==> src/hdl/ebz_pkg.sv <==
package ebz_pkg;

  // Operand and coefficient widths.
  localparam int unsigned OpndW = 31;
  localparam int unsigned CoefW = OpndW + 1;
  localparam int unsigned CntW  = $clog2(OpndW);

  // One operand word.
  typedef struct packed {
    logic [OpndW-1:0] value_a;
    logic [OpndW-1:0] value_b;
  } ebz_in_t;

  // One result word.
  typedef struct packed {
    logic [OpndW-1:0]        gcd_value;
    logic signed [CoefW-1:0] coef_a;
    logic signed [CoefW-1:0] coef_b;
  } ebz_out_t;

  // Sequencer states.
  typedef enum logic [2:0] {
    ST_IDLE,
    ST_CHECK,
    ST_DIV,
    ST_UPDATE,
    ST_DONE
  } ebz_state_e;

endpackage

==> src/hdl/extended_gcd_bezout_top.sv <==
// Extended Euclidean algorithm: gcd of two unsigned operands and the Bezout
// coefficients x, y with a*x + b*y = gcd, in two's complement.
// Channels: an operand word on operands_i is taken at a rising edge where
// start is high and busy is low. The result word on result_o is marked by
// done_o for exactly one cycle; the receiver must take it then.
// busy stays high from the accepting edge up to and including the done_o
// cycle, so only one word is in work at a time.
// Sequence: after the accepting edge the block runs Euclid steps until the
// remainder is zero, then shows the result. A step is one check state, a
// one-bit-per-cycle restoring divider over OpndW quotient bits and one
// update state. The divider also builds q * x and q * y by shift-and-add
// while the quotient bits come out, so no multiplier is needed. When b is
// zero the check state goes straight to done: gcd = a, x = 1, y = 0.
// A new word is taken only once the block is back in idle after done_o.
// Reset: the sequencer returns to idle, busy and done_o go low; a word in
// work is dropped.
module extended_gcd_bezout_top
  import ebz_pkg::*;
(
  input  logic     clk_i,
  input  logic     rst_ni,
  input  logic     start,
  output logic     busy,
  input  ebz_in_t  operands_i,
  output logic     done_o,
  output ebz_out_t result_o
);

  ebz_state_e state_q, state_d;

  logic [OpndW-1:0] r_prev_q, r_prev_d;
  logic [OpndW-1:0] r_cur_q, r_cur_d;
  logic [CoefW-1:0] x_prev_q, x_prev_d;
  logic [CoefW-1:0] x_cur_q, x_cur_d;
  logic [CoefW-1:0] y_prev_q, y_prev_d;
  logic [CoefW-1:0] y_cur_q, y_cur_d;
  logic [OpndW-1:0] rem_q, rem_d;
  logic [OpndW-1:0] dvd_q, dvd_d;
  logic [CoefW-1:0] px_q, px_d;
  logic [CoefW-1:0] py_q, py_d;
  logic [CntW-1:0]  cnt_q, cnt_d;

  logic             accept;
  logic [OpndW:0]   rem_sh;
  logic [OpndW:0]   diff;
  logic             ge;

  assign accept = start && (state_q == ST_IDLE);

  // Shared divider slice: shift in one dividend bit and trial subtract.
  assign rem_sh = {rem_q, dvd_q[OpndW-1]};
  assign diff   = rem_sh - {1'b0, r_cur_q};
  assign ge     = (rem_sh >= {1'b0, r_cur_q});

  // Next state.
  always_comb begin
    state_d = state_q;
    unique case (state_q)
      ST_IDLE: begin
        if (start) state_d = ST_CHECK;
      end
      ST_CHECK: begin
        if (r_cur_q == '0) state_d = ST_DONE;
        else               state_d = ST_DIV;
      end
      ST_DIV: begin
        if (cnt_q == '0) state_d = ST_UPDATE;
      end
      ST_UPDATE: state_d = ST_CHECK;
      ST_DONE:   state_d = ST_IDLE;
      default:   state_d = ST_IDLE;
    endcase
  end

  // Datapath updates.
  always_comb begin
    r_prev_d = r_prev_q;
    r_cur_d  = r_cur_q;
    x_prev_d = x_prev_q;
    x_cur_d  = x_cur_q;
    y_prev_d = y_prev_q;
    y_cur_d  = y_cur_q;
    rem_d    = rem_q;
    dvd_d    = dvd_q;
    px_d     = px_q;
    py_d     = py_q;
    cnt_d    = cnt_q;
    unique case (state_q)
      ST_IDLE: begin
        if (accept) begin
          r_prev_d = operands_i.value_a;
          r_cur_d  = operands_i.value_b;
          x_prev_d = CoefW'(1);
          x_cur_d  = '0;
          y_prev_d = '0;
          y_cur_d  = CoefW'(1);
        end
      end
      ST_CHECK: begin
        // Load the divider for the next quotient.
        rem_d = '0;
        dvd_d = r_prev_q;
        px_d  = '0;
        py_d  = '0;
        cnt_d = CntW'(OpndW - 1);
      end
      ST_DIV: begin
        // One quotient bit per cycle, MSB first; q*x and q*y by Horner.
        rem_d = ge ? diff[OpndW-1:0] : rem_sh[OpndW-1:0];
        dvd_d = {dvd_q[OpndW-2:0], 1'b0};
        px_d  = {px_q[CoefW-2:0], 1'b0} + (ge ? x_cur_q : '0);
        py_d  = {py_q[CoefW-2:0], 1'b0} + (ge ? y_cur_q : '0);
        cnt_d = cnt_q - CntW'(1);
      end
      ST_UPDATE: begin
        r_prev_d = r_cur_q;
        r_cur_d  = rem_q;
        x_prev_d = x_cur_q;
        x_cur_d  = x_prev_q - px_q;
        y_prev_d = y_cur_q;
        y_cur_d  = y_prev_q - py_q;
      end
      ST_DONE: begin
      end
      default: begin
      end
    endcase
  end

  // Sequencer state.
  always_ff @(posedge clk_i or negedge rst_ni) begin
    if (!rst_ni) begin
      state_q <= ST_IDLE;
    end else begin
      state_q <= state_d;
    end
  end

  // Working registers carry no reset.
  always_ff @(posedge clk_i) begin
    r_prev_q <= r_prev_d;
    r_cur_q  <= r_cur_d;
    x_prev_q <= x_prev_d;
    x_cur_q  <= x_cur_d;
    y_prev_q <= y_prev_d;
    y_cur_q  <= y_cur_d;
    rem_q    <= rem_d;
    dvd_q    <= dvd_d;
    px_q     <= px_d;
    py_q     <= py_d;
    cnt_q    <= cnt_d;
  end

  // Handshake outputs.
  always_comb begin
    busy   = (state_q != ST_IDLE);
    done_o = (state_q == ST_DONE);
  end

  // The result word is read straight from the working registers.
  assign result_o.gcd_value = r_prev_q;
  assign result_o.coef_a    = x_prev_q;
  assign result_o.coef_b    = y_prev_q;

endmodule

==> config.mk <==
export PLATFORM = sky130hd
export DESIGN_NAME = extended_gcd_bezout_top
export DESIGN_NICKNAME = d
export VERILOG_FILES = /design/src/hdl/ebz_pkg.sv /design/src/hdl/extended_gcd_bezout_top.sv
export SDC_FILE = /design/constraint.sdc
export NUM_CORES = 1
export LEC_CHECK = 0
export BUFFER_PORTS_ARGS = -buffer_cell sky130_fd_sc_hd__buf_2
export CAP_MARGIN = 20
export CELL_PAD_IN_SITES_DETAIL_PLACEMENT = 1
export CELL_PAD_IN_SITES_GLOBAL_PLACEMENT = 2
export CORE_MARGIN = 10
export CORE_UTILIZATION = 42
export DETAILED_ROUTE_END_ITERATION = 16
export PLACE_DENSITY = 0.89
export SLEW_MARGIN = 25
export SYNTH_ARGS = -nofsm -noshare
export SYNTH_HDL_FRONTEND = slang
export SYNTH_SLANG_ARGS = --single-unit
==> constraint.sdc <==
create_clock -name clk_i -period 21.6 [get_ports clk_i]
set_clock_uncertainty 0.2 [all_clocks]
set_input_delay 3.24 -clock clk_i [delete_from_list [all_inputs] [get_ports clk_i]]
set_output_delay 3.24 -clock clk_i [all_outputs]
set_load 0.01 [all_outputs]
## Word level (Yosys, flattened, before mapping)

Index checks and enable logic that the tools add are counted.

- Register bits: 324
- Output and inout bits: 97
- Word-level logic and storage cells: 57

- Add/subtract/negate cells: 6
- Order comparisons: 1
- Eq/ne operators: 7
- Multiplexer cells: 22
- Reduce and logical (&&, ||, !) cells: 9

Operators by type and width:

| kind | number |
|---|---|
| case mux 32 bit (2 select lines) | 6 |
| case mux 31 bit (2 select lines) | 4 |
| 2-to-1 mux 32 bit | 4 |
| 2-to-1 mux 31 bit | 3 |
| adder 32 bit | 2 |
| subtractor 32 bit | 2 |
| greater-or-equal comparator 32 x 31 -> 1 bit | 1 |
| zero test 31 bit | 1 |
| subtractor 31 bit | 1 |
| case mux 3 bit (4 select lines) | 1 |
| case mux 5 bit (2 select lines) | 1 |
| 2-to-1 mux 3 bit | 3 |
| equality test 3 x 2 -> 1 bit (second input constant) | 2 |
| != test 2 bit (second input constant) | 3 |
| zero test 5 bit | 1 |
| subtractor 5 x 1 -> 5 bit (second input constant) | 1 |
| AND reduction 2 bit | 2 |
| nonzero test 2 bit | 2 |
| equality test 3 x 1 -> 1 bit (second input constant) | 1 |
| equality test 3 bit (second input constant) | 1 |
| zero test 3 bit | 1 |
| nonzero test 3 bit | 1 |
| logical AND 1 bit | 1 |

## Logic depth before layout (Yosys ltp)

- Depth in word-level cells: 4
- Depth in mapped cells: 24

## Least setup slack after synthesis

OpenSTA, ideal clock, no wires.

- Kind: input -> register
- Start point: input start
- End point: register r_cur_q[0], enable pin
- Arrival time: 12.452 ns
- Required time: 20.597 ns
- Setup slack: 8.145 ns
- Stages on the path: 2
- Cell sequence: nand2_1 > a21oi_1

- Cells in the longest elaborated chain, start to end: 3

RTL lines:

| element | RTL line | RTL |
|---|---|---|
| start, declared | extended_gcd_bezout_top.sv:22 | `input logic start,` |
| logical AND 1 bit | extended_gcd_bezout_top.sv:48 | `assign accept = start && (state_q == ST_IDLE);` |
| != test 2 bit (no source line) | n/a |  |
| AND reduction 2 bit (no source line) | n/a |  |
| end signal, assigned | extended_gcd_bezout_top.sv:142 | `r_cur_q <= r_cur_d;` |
| end, declared | extended_gcd_bezout_top.sv:32 | `logic [OpndW-1:0] r_cur_q, r_cur_d;` |

Every way passes these cells.
A chain may end at the register's enable or synchronous reset.

## Final worst setup path

- Start point: register r_cur_q[0]
- End point: register py_q[31] (data pin)

- Cells in the longest elaborated chain, start to end: 4

RTL lines:

| element | RTL line | RTL |
|---|---|---|
| greater-or-equal comparator 32 x 31 -> 1 bit | extended_gcd_bezout_top.sv:53 | `assign ge = (rem_sh >= {1'b0, r_cur_q});` |
| 2-to-1 mux 32 bit | extended_gcd_bezout_top.sv:112 | `py_d = {py_q[CoefW-2:0], 1'b0} + (ge ? y_cur_q : '0);` |
| adder 32 bit | extended_gcd_bezout_top.sv:112 |  |
| case mux 32 bit (2 select lines) | extended_gcd_bezout_top.sv:88 | `unique case (state_q)` |
| end signal, assigned | extended_gcd_bezout_top.sv:150 | `py_q <= py_d;` |
| end, declared | extended_gcd_bezout_top.sv:40 | `logic [CoefW-1:0] py_q, py_d;` |

Every way passes these cells.

==> run metrics <==
outcome complete, no violations; share of Yosys cell area claimed by the top area cell type 0.460; number of enable flip-flop cells after synthesis 321; horizontal extent of the die 243 um; H-tree Lvls 2; final non-filler cell area 23,600 um2; Hold Path Class register to register; num rows 81; Worst Setup Path Type register to register; drt first pass iters 5; final worst path period need 6.48 ns; via density per instance 5.56; asr flop ratio synth 0.00926; Critical Path Start Type register; Die Span Y 243 um; wire length of the first global-routing pass 97,000 um; cell leakage power 0.0105 uW; Resized cells post-CTS 0; # IOs 162; antenna violations before repair 0; net count after synthesis 2,407; vias after detailed routing 16,711; average instance area after synthesis 9.60 um2; placeable core region 49,200 um2; area of the mapped netlist 21,000 um2; number of buffers inserted to repair setup after CTS 0; post-synth cell types 79; average wire length per cell after detail routing 20.0 um; final-stage net count 2,542; via count of the first global-routing pass 17,746; max-cap viol count 0; largest net degree at the start of global routing 191; number of buffers added on ports 161; required time reported for the critical path endpoint 21.67 ns; number of cells on the worst hold path 2; multi-input combinational cell area 10,400 um2; TritonCTS Buffers 39; DRC 0; buffer type at the clock tree root clkbuf_16; initial core utilization 0.427; arrival time at the worst endpoint 6.55 ns; most instantiated library cell after synthesis nand2_1; synthesis-to-finish area growth 12.4%; Commonest cells post-synth nand2_1, edfxtp_1, nor2_1, ha_1, a21oi_1; worst-path maximum fanout 42; pins over their slew limit 0; Worst-Skew Late Latency 0.56 ns; total cell area at the placement stage 22,400 um2; clock tree from TritonCTS yes; register bit total from synthesis 324; power density over the cells 55.9 nW/um2; transition time at the pin with the least slew margin 0.879 ns; accumulated negative setup slack 0 ns; sort of element at the end of the critical path register; Hold Buf Count CTS 0; cell taking the most area after synthesis edfxtp_1; fill count 5,617; r2r worst-path depth 22; final estimated routing congestion in global placement 0.877; die area 59,300 um2; Worst slew margin 0.412; largest cells by area after synthesis edfxtp_1, ha_1, nand2_1; number of DRC markers in iteration 0 927; primary flip-flop cell chosen by synthesis mapping edfxtp_1; Overall Global Routing Usage 0.199; Period Utilization, post-route 0.300; Achievable Freq 154 MHz; sequential standard cell area 9710 um2; number of instances in the synthesized netlist 2,183; maximum clock path buffer count 3; CTS sink cnt 324; setup repair after global routing missed its margin no; Detail Route Antenna Nets 0; antenna diode instance count 0; clock edge transition at the registers on the reported setup and hold paths 0.06 ns; post-synthesis sequential area ratio 0.463; Final Hold Vio Count 0; count of endpoints failing setup in the final report 0; layout cell share with drive strength beyond 1 0.108; dpl hpwl 43,800 um; peak supply drop 0.0511 mV; post-detailed-routing wire length 60,200 um; Yosys warning total 0; leftover overflow at the end of global routing 0
-- sequential cells by signal, indices dropped and copies added (netlist names), 31 cells and up --
register  cells
px_q         32
py_q         32
x_cur_q      32
x_prev_q     32
y_cur_q      32
y_prev_q     32
dvd_q        31
r_cur_q      31
r_prev_q     31
rem_q        31
-- path summary, 6_finish.rpt --
kind	from	to	slack, ns
worst min register to register	dvd_q[16]	dvd_q[17]	0.31
max in group asynchronous	rst_ni	state_q[2]	18.81
worst max-delay path	r_cur_q[0]	py_q[31]	15.12
worst min-delay path	dvd_q[16]	dvd_q[17]	0.31
worst max register to register	r_cur_q[0]	py_q[31]	15.12
min in group asynchronous	rst_ni	state_q[0]	2.28
-- critical path: stages (launching register included) --
cell and delay [ns]:
edfxtp_1 0.42, ha_1 0.25, fa_1 0.41, inv_1 0.07
a21oi_1 0.07, o21ai_0 0.51, o31a_1 0.25, o21a_1 0.20
o21ai_1 0.14, nand2_2 0.25, buf_4 0.47, buf_4 0.49
and2_1 0.20, ha_1 0.33, a21oi_1 0.20, o21ai_0 0.19
a31oi_1 0.24, o31ai_1 0.15, o21ai_0 0.47, o211ai_1 0.20
o22a_1 0.23, nor3_1 0.14, nor3b_1 0.07
-- layer usage --
metal,vias up,track usage,part of all wire
li1,8028,-,-
met1,8280,0.256,0.45
met2,309,0.336,0.48
met3,94,0.0299,0.041
met4,0,0.0684,0.030
met5,-,0,0
-- logic make-up (layout without fill, tap and decap cells) --
| family | Yosys count | after routing | share of synthesized area |
|---|---|---|---|
| simple gates | 856 | 856 | 0.192 |
| buf+inv | 218 | 379 | 0.0436 |
| compound gates | 517 | 517 | 0.158 |
| flops | 324 | 324 | 0.463 |
| xor+xnor | 104 | 104 | 0.0434 |
| fa+ha+maj | 159 | 159 | 0.0967 |
| mux | 5 | 5 | 0.00239 |
-- cells in the final DEF, fill, tap and decap left out, types with 5 or more instances in the layout --
cell type / count
a2111oi_0: 6
a211o_1: 5
a211oi_1: 27
a21boi_0: 5
a21o_1: 66
a21oi_1: 141
a311o_1: 5
a31oi_1: 20
and2_1: 141
and3_1: 16
buf_2: 161
buf_4: 11
clkbuf_1: 13
clkbuf_16: 41
clkinv_1: 7
edfxtp_1: 321
fa_1: 5
ha_1: 154
inv_1: 137
mux2i_1: 5
nand2_1: 347
nand2b_1: 16
nand3_1: 37
nand4_1: 19
nor2_1: 164
nor2b_1: 18
nor3_1: 35
nor3b_1: 13
nor4_1: 12
o211ai_1: 9
o21a_1: 27
o21ai_0: 121
o21bai_1: 15
o31a_1: 8
o31ai_1: 11
or2_2: 8
or3_1: 9
xnor2_1: 57
xor2_1: 47
-- per-stage QoR --
stage	cells	util	setup slack, ns	hold slack (ns)	total power, uW
floorplan	2183	-	8.15	0.284	700
global placement	2939	0.455	15.20	0.286	708
detailed placement	2939	0.455	15.09	0.300	708
CTS	3006	0.478	15.04	0.313	1330
global route	3008	0.480	14.47	0.332	1360
finish	3008	0.480	15.12	0.314	1320
-- area by class of cell --
| type | count | share of cell area |
|---|---|---|
| Inverter | 137 | 0.0218 |
| Multi-Input combinational cell | 1641 | 0.441 |
| Sequential cell | 324 | 0.412 |
| Clock buffer | 54 | 0.0456 |
| Clock inverter | 13 | 0.00372 |
| Timing Repair Buffer | 175 | 0.0409 |
| Tap cell | 664 | 0.0352 |
-- power by group --
| part | total, uW | internal, uW | switching (uW) |
|---|---|---|---|
| registers | 682 | 682 | 0 |
| logic | 12.3 | 6.15 | 6.15 |
| clock network | 623 | 358 | 265 |
| total | 1320 | 1050 | 271 |
(Power assumes the default switching activity.)
